File: src/hw/rtl/drpp_pkg.sv
// Shared constants, codes and types of the depth ROI point projector.
package drpp_pkg;

    // Table and coordinate sizing
    localparam int MAX_BOXES  = 16;
    localparam int COORD_BITS = 12;
    localparam int IDX_W      = (MAX_BOXES > 1) ? $clog2(MAX_BOXES) : 1;
    localparam int CNT_W      = $clog2(MAX_BOXES + 1);

    // Field widths
    localparam int DEPTH_W  = 16;
    localparam int BYTE_W   = 8;
    localparam int CLASS_W  = 8;
    localparam int CENTER_W = 16;
    localparam int INV_W    = 24;
    localparam int XY_W     = 20;

    // Projection arithmetic widths
    localparam int PIX16_W    = COORD_BITS + 4;
    localparam int DIFF_W     = ((PIX16_W > CENTER_W) ? PIX16_W : CENTER_W) + 1;
    localparam int MAG_W      = DIFF_W - 1;
    localparam int PA_W       = MAG_W + DEPTH_W;
    localparam int PB_W       = PA_W + INV_W;
    localparam int FRAC_SHIFT = 28;
    localparam int Q_W        = PB_W + 1 - FRAC_SHIFT;

    // Input modes
    localparam logic [1:0] MODE_START = 2'd0;
    localparam logic [1:0] MODE_LOAD  = 2'd1;
    localparam logic [1:0] MODE_PIXEL = 2'd2;

    // Configuration register indexes
    localparam int CFG_IDX_W  = 3;
    localparam int CFG_DATA_W = 24;
    localparam logic [CFG_IDX_W-1:0] CFG_CENTER_X    = 3'd0;
    localparam logic [CFG_IDX_W-1:0] CFG_CENTER_Y    = 3'd1;
    localparam logic [CFG_IDX_W-1:0] CFG_INV_FOCAL_X = 3'd2;
    localparam logic [CFG_IDX_W-1:0] CFG_INV_FOCAL_Y = 3'd3;
    localparam logic [CFG_IDX_W-1:0] CFG_COLOR_ORDER = 3'd4;

    // Configuration reset values
    localparam logic [CENTER_W-1:0] CENTER_X_RST  = 16'd5120;
    localparam logic [CENTER_W-1:0] CENTER_Y_RST  = 16'd3840;
    localparam logic [INV_W-1:0]    INV_FOCAL_RST = 24'd31957;

    // Colour byte orders
    localparam logic [1:0] COLOR_RGB  = 2'd0;
    localparam logic [1:0] COLOR_BGR  = 2'd1;
    localparam logic [1:0] COLOR_MONO = 2'd2;

    // Part codes and class ids
    localparam logic [1:0] PART_NONE       = 2'd0;
    localparam logic [1:0] PART_POINT_HAND = 2'd1;
    localparam logic [1:0] PART_OTHER_HAND = 2'd2;
    localparam logic [1:0] PART_FACE       = 2'd3;
    localparam logic [CLASS_W-1:0] CLASS_HAND = 8'd0;
    localparam logic [CLASS_W-1:0] CLASS_FACE = 8'd1;

    typedef struct packed {
        logic [1:0]            mode;
        logic [COORD_BITS-1:0] col;
        logic [COORD_BITS-1:0] row;
        logic [DEPTH_W-1:0]    depth_mm;
        logic [BYTE_W-1:0]     byte0;
        logic [BYTE_W-1:0]     byte1;
        logic [BYTE_W-1:0]     byte2;
        logic [COORD_BITS-1:0] box_left;
        logic [COORD_BITS-1:0] box_top;
        logic [COORD_BITS-1:0] box_width;
        logic [COORD_BITS-1:0] box_height;
        logic [CLASS_W-1:0]    box_class;
    } in_word_t;

    typedef struct packed {
        logic                     point_valid;
        logic signed [XY_W-1:0]   x_mm;
        logic signed [XY_W-1:0]   y_mm;
        logic [DEPTH_W-1:0]       z_mm;
        logic [CLASS_W-1:0]       label_class;
        logic [BYTE_W-1:0]        red;
        logic [BYTE_W-1:0]        green;
        logic [BYTE_W-1:0]        blue;
        logic [1:0]               part;
        logic                     frame_has_points;
    } out_word_t;

    typedef struct packed {
        logic [CFG_IDX_W-1:0]  index;
        logic [CFG_DATA_W-1:0] value;
    } cfg_word_t;

    typedef struct packed {
        logic [COORD_BITS-1:0] left;
        logic [COORD_BITS-1:0] top;
        logic [COORD_BITS-1:0] wid;
        logic [COORD_BITS-1:0] hei;
        logic [CLASS_W-1:0]    cls;
    } box_t;

    // Controller to datapath
    typedef struct packed {
        logic accept;
        logic check;
        logic scan_next;
        logic mul_a;
        logic mul_b;
        logic round;
        logic commit;
    } ctrl_cmd_t;

    // Datapath to controller
    typedef struct packed {
        logic count_zero;
        logic match;
        logic scan_last;
        logic out_free;
    } ctrl_sts_t;

    // Round-to-nearest result magnitude, signed and saturated to XY_W bits
    function automatic logic [XY_W-1:0] sat_axis(logic [Q_W-1:0] q, logic neg);
        logic [Q_W-1:0]  neg_q;
        logic [XY_W-1:0] res;
        neg_q = ~q + Q_W'(1);
        if (neg)
        begin
            if (q > Q_W'(2 ** (XY_W - 1)))
                res = {1'b1, {(XY_W - 1){1'b0}}};
            else
                res = neg_q[XY_W-1:0];
        end
        else
        begin
            if (q > Q_W'(2 ** (XY_W - 1) - 1))
                res = {1'b0, {(XY_W - 1){1'b1}}};
            else
                res = q[XY_W-1:0];
        end
        return res;
    endfunction

endpackage

File: src/hw/rtl/drpp_ctrl.sv
// Sequencing state machine: accept, box scan, multiply stages, result hand-off.
module drpp_ctrl
(
    input  logic                clk,
    input  logic                rst_n,
    input  logic                in_valid,
    input  logic [1:0]          in_mode,
    output logic                in_ready,
    input  drpp_pkg::ctrl_sts_t sts,
    output drpp_pkg::ctrl_cmd_t cmd
);

    typedef enum logic [6:0] {
        ST_IDLE     = 7'b0000001,
        ST_SCAN_RD  = 7'b0000010,
        ST_SCAN_CHK = 7'b0000100,
        ST_MUL_A    = 7'b0001000,
        ST_MUL_B    = 7'b0010000,
        ST_ROUND    = 7'b0100000,
        ST_FINISH   = 7'b1000000
    } state_t;

    state_t state_reg;
    state_t state_next;
    logic   accept;

    assign in_ready = (state_reg == ST_IDLE);
    assign accept   = in_valid && in_ready;

    // Drive datapath commands
    always_comb
    begin
        cmd           = '0;
        cmd.accept    = accept;
        cmd.check     = (state_reg == ST_SCAN_CHK);
        cmd.scan_next = (state_reg == ST_SCAN_CHK) && !sts.match && !sts.scan_last;
        cmd.mul_a     = (state_reg == ST_MUL_A);
        cmd.mul_b     = (state_reg == ST_MUL_B);
        cmd.round     = (state_reg == ST_ROUND);
        cmd.commit    = (state_reg == ST_FINISH) && sts.out_free;
    end

    // Advance the sequence
    always_comb
    begin
        state_next = state_reg;
        unique case (state_reg)
            ST_IDLE:
            begin
                if (accept && (in_mode == drpp_pkg::MODE_PIXEL))
                    state_next = sts.count_zero ? ST_MUL_A : ST_SCAN_RD;
            end
            ST_SCAN_RD:
                state_next = ST_SCAN_CHK;
            ST_SCAN_CHK:
            begin
                if (sts.match || sts.scan_last)
                    state_next = ST_MUL_A;
                else
                    state_next = ST_SCAN_RD;
            end
            ST_MUL_A:
                state_next = ST_MUL_B;
            ST_MUL_B:
                state_next = ST_ROUND;
            ST_ROUND:
                state_next = ST_FINISH;
            ST_FINISH:
            begin
                if (sts.out_free)
                    state_next = ST_IDLE;
            end
            default:
                state_next = ST_IDLE;
        endcase
    end

    always_ff @(posedge clk or negedge rst_n)
    begin
        if (!rst_n)
            state_reg <= ST_IDLE;
        else
            state_reg <= state_next;
    end

endmodule

File: config.mk
export PLATFORM = sky130hd
export DESIGN_NAME = drpp_ctrl
export DESIGN_NICKNAME = d
export VERILOG_FILES = /design/src/hw/rtl/drpp_pkg.sv /design/src/hw/rtl/drpp_ctrl.sv
export SDC_FILE = /design/constraint.sdc
export NUM_CORES = 1
export LEC_CHECK = 0
export BUFFER_PORTS_ARGS = -buffer_cell sky130_fd_sc_hd__buf_2
export CAP_MARGIN = 20
export CORE_MARGIN = 3
export CORE_UTILIZATION = 25
export DETAILED_ROUTE_END_ITERATION = 6
export SETUP_SLACK_MARGIN = 0.4
export SYNTH_ARGS = -nofsm -noshare
export SYNTH_HDL_FRONTEND = slang
export SYNTH_SLANG_ARGS = --single-unit
File: constraint.sdc
create_clock -name clk -period 1.9 [get_ports clk]
set_input_delay 0.095 -clock clk [delete_from_list [all_inputs] [get_ports clk]]
set_output_delay 0.095 -clock clk [all_outputs]
set_load 0.05 [all_outputs]
==> results.md <==
- Status: complete, no violations
- Unrepaired setup endpoints after global routing: true
- Worst slack, placed: around 64 ps
- DP Cell Count: 91
- Nets: 96
- Fin. Hold Viols: 0
- P&R area growth vs syn: 101%
- Synth Instances: 51
- Synth Register Bits: 7
- H-tree depth: 1
- Max Used Layer: met4
- Post-synth top area share: 32.3%
- Met2 wire length: approximately 820 µm
- Pwr Density: between 1500 and 2000 mW/mm²
- Syn Area/Cell: about 9.1 µm²
- Met3 wire length: between 40 and 50 µm
- Largest net degree at the start of global routing: 9
- Routed WL per cell: ~14 µm
- Largest register FFs: 7
- Top cell type by total area after synthesis: dfrtp_1
- Die ar.: 0.00242 mm²
- Primary FF master, synth: dfrtp_1
- Setup TNS: 0 ps
- CTS Sinks: 7
- GRT Util Overall: between 10% and 20%
- Yosys warnings: 0
- Starting Density: between 20% and 30%
- Post-layout minimum cycle time: approximately 1900 ps
- Core area: roughly 0.0016 mm²
- Vias in the first global route: about 550
- Most frequent cells in the layout: buf_4 (17), buf_2 (8), buf_8 (6)
- DRC viols: 0
- Worst hold-check path type: input port to flop
- Worst setup path class: flop to output port
- Max cap viols: 0
- Static leakage: 0.415 nW
- Worst reg2reg setup slack: around 70 ps
- Clock transition at path regs: roughly 50 ps
- Number of synthesized flops with an enable pin: 0
- TritonCTS clock tree: yes
- Register area share after synthesis: 37.9%
- Detailed Route WL: approximately 1500 µm
- Max-slew headroom: 81.4%
- Synth Net Count: 60
- Cell breakdown of the critical path: or4_4 > buf_4 > nor4b_4 > buf_6
- Commonest non-fill, non-tap cell in the layout: buf_4
- TritonCTS Buffers: 3
- Startpoint types: flop
- Max IR drop VDD: between 1 and 1.5 mV
- Slowest stage delay, CP: 560 ps
- Root buffer cell: clkbuf_4
- Die H: ~49 µm
- Max clock buf depth: 2
- Port Buf Inserts: 16
- Post-place instance area: 617 µm²
- Clock skew: around 2.5 ps
- Initial drt markers: 12
- Worst setup margin: approximately 14 ps
- Synth async-reset ratio: 100%
- Endpoints failing setup: 0
- Share of layout cells above drive strength 1: 75.6%
- Row cnt: 14
- Crit-path slowest cell: or4_4
- N_diodes: 0
- Io pins: 17
- Required time of the critical path: between 1500 and 2000 ps
- Die Wd: between 40 and 50 µm
- Critical Path AT: between 1500 and 2000 ps
- Max-slew violation count: 0
- Synthesized cell area: ~470 µm²
- Worst-margin pin slew: approximately 270 ps
- Largest fanout on the critical path: 2
- HPWL after DPL: between 800 and 900 µm
- Initial antenna violation count: 0
- Top cells by area, synth: dfrtp_1 (32%), dfstp_2 (5.6%), nor2_1 (5.6%)
- Finished Cell Area: around 930 µm²
- TritonRoute pass-1 iters: 4
- Finished Layout Cells: 110
- Vias: around 520
- Unique masters post-synth: 27
- Gpl congestion: between 0.7 and 0.8
- Fin crit share: just under 100%
- WHS: about 130 ps
- Global-route wire length before repair: 2330 µm
- Antenna-violating nets left: 0
- DRT met1 WL: 626 µm
- Critical path capture point type: output port
- GRT Residual Overflow: 0
- Routed vias/inst: 4.76
- Fmax: 530 MHz
- Worst skew pair latency: 250 ps
## path summary, 6_finish.rpt
path,cells past startpoint,startpoint,endpoint
max,4,state_reg[2],cmd[2]
min,3,sts[3],state_reg[3]
max reg2reg,6,state_reg[2],state_reg[0]
min reg2reg,2,state_reg[6],state_reg[1]
max in group asynchronous,2,rst_n,state_reg[0]
min in group asynchronous,2,rst_n,state_reg[4]
## synthesized netlist by cell type, drive strengths merged (2+ instances only)
master / number
nor2: 7
dfrtp: 6
nand2: 4
nor4b: 4
and2: 3
and3: 3
buf: 3
clkbuf: 2
inv: 2
nor3: 2
nor4: 2
o211ai: 2
o21ai: 2
## cell families (layout without fill, tap and decap cells)
logic type | Yosys count | in the layout | share of synthesized area [%]
and+or+nand+nor | 29 | 29 | 40.1
xor gates and xnor gates | 1 | 1 | 1.88
AOI/OAI and AO/OA | 7 | 7 | 11.8
DFF | 7 | 7 | 37.9
buffers and inverters | 7 | 42 | 8.33
## layer usage
metal	vias to the layer above	GRT usage, %
met2	14	24.6
met4	0	4.27
met3	2	2.75
met1	253	13.2
li1	255	-
met5	-	0
## per-stage QoR
| stage | utilization [%] | power [W] |
|---|---|---|
| after floorplan | - | 0.000803 |
| after global placement | 37.9 | 0.000877 |
| after detailed placement | 37.9 | 0.000875 |
| after CTS | 55.0 | 0.00144 |
| after global routing | 57.3 | 0.00155 |
| final | 57.3 | 0.00147 |
## critical path: cells and delay by family, from the launching register on
family / cells / cell delay [ps]
buffers and inverters: 2 / 370
flip-flops: 1 / 380
AND/OR/NAND/NOR: 2 / 790
## what timing repair did
action / CTS / global route
hold endpoints to repair: 7 / 0
endpoints found under the setup margin: 12 / 14
cloned: 0 / 0
hold buffers: 1 / 0
pin swaps: 11 / 7
buffers inserted: 13 / 1
gates resized for setup: 38 / 8
## final cells by class
class,count,area [µm²]
multi-input combinational,37,378
sequential,7,179
timing repair buffer,36,313
fill,141,696
clock buffer,4,26.3
inverter,2,7.51
tap,24,30.0
## where the power goes
group          internal [W]  switching (W)  leakage (nW)
logic              0.000560       0.000528         0.310
clock network     0.0000800      0.0000534        0.0150
registers          0.000199      0.0000495        0.0898
Power figures use the tool's default switching activity.
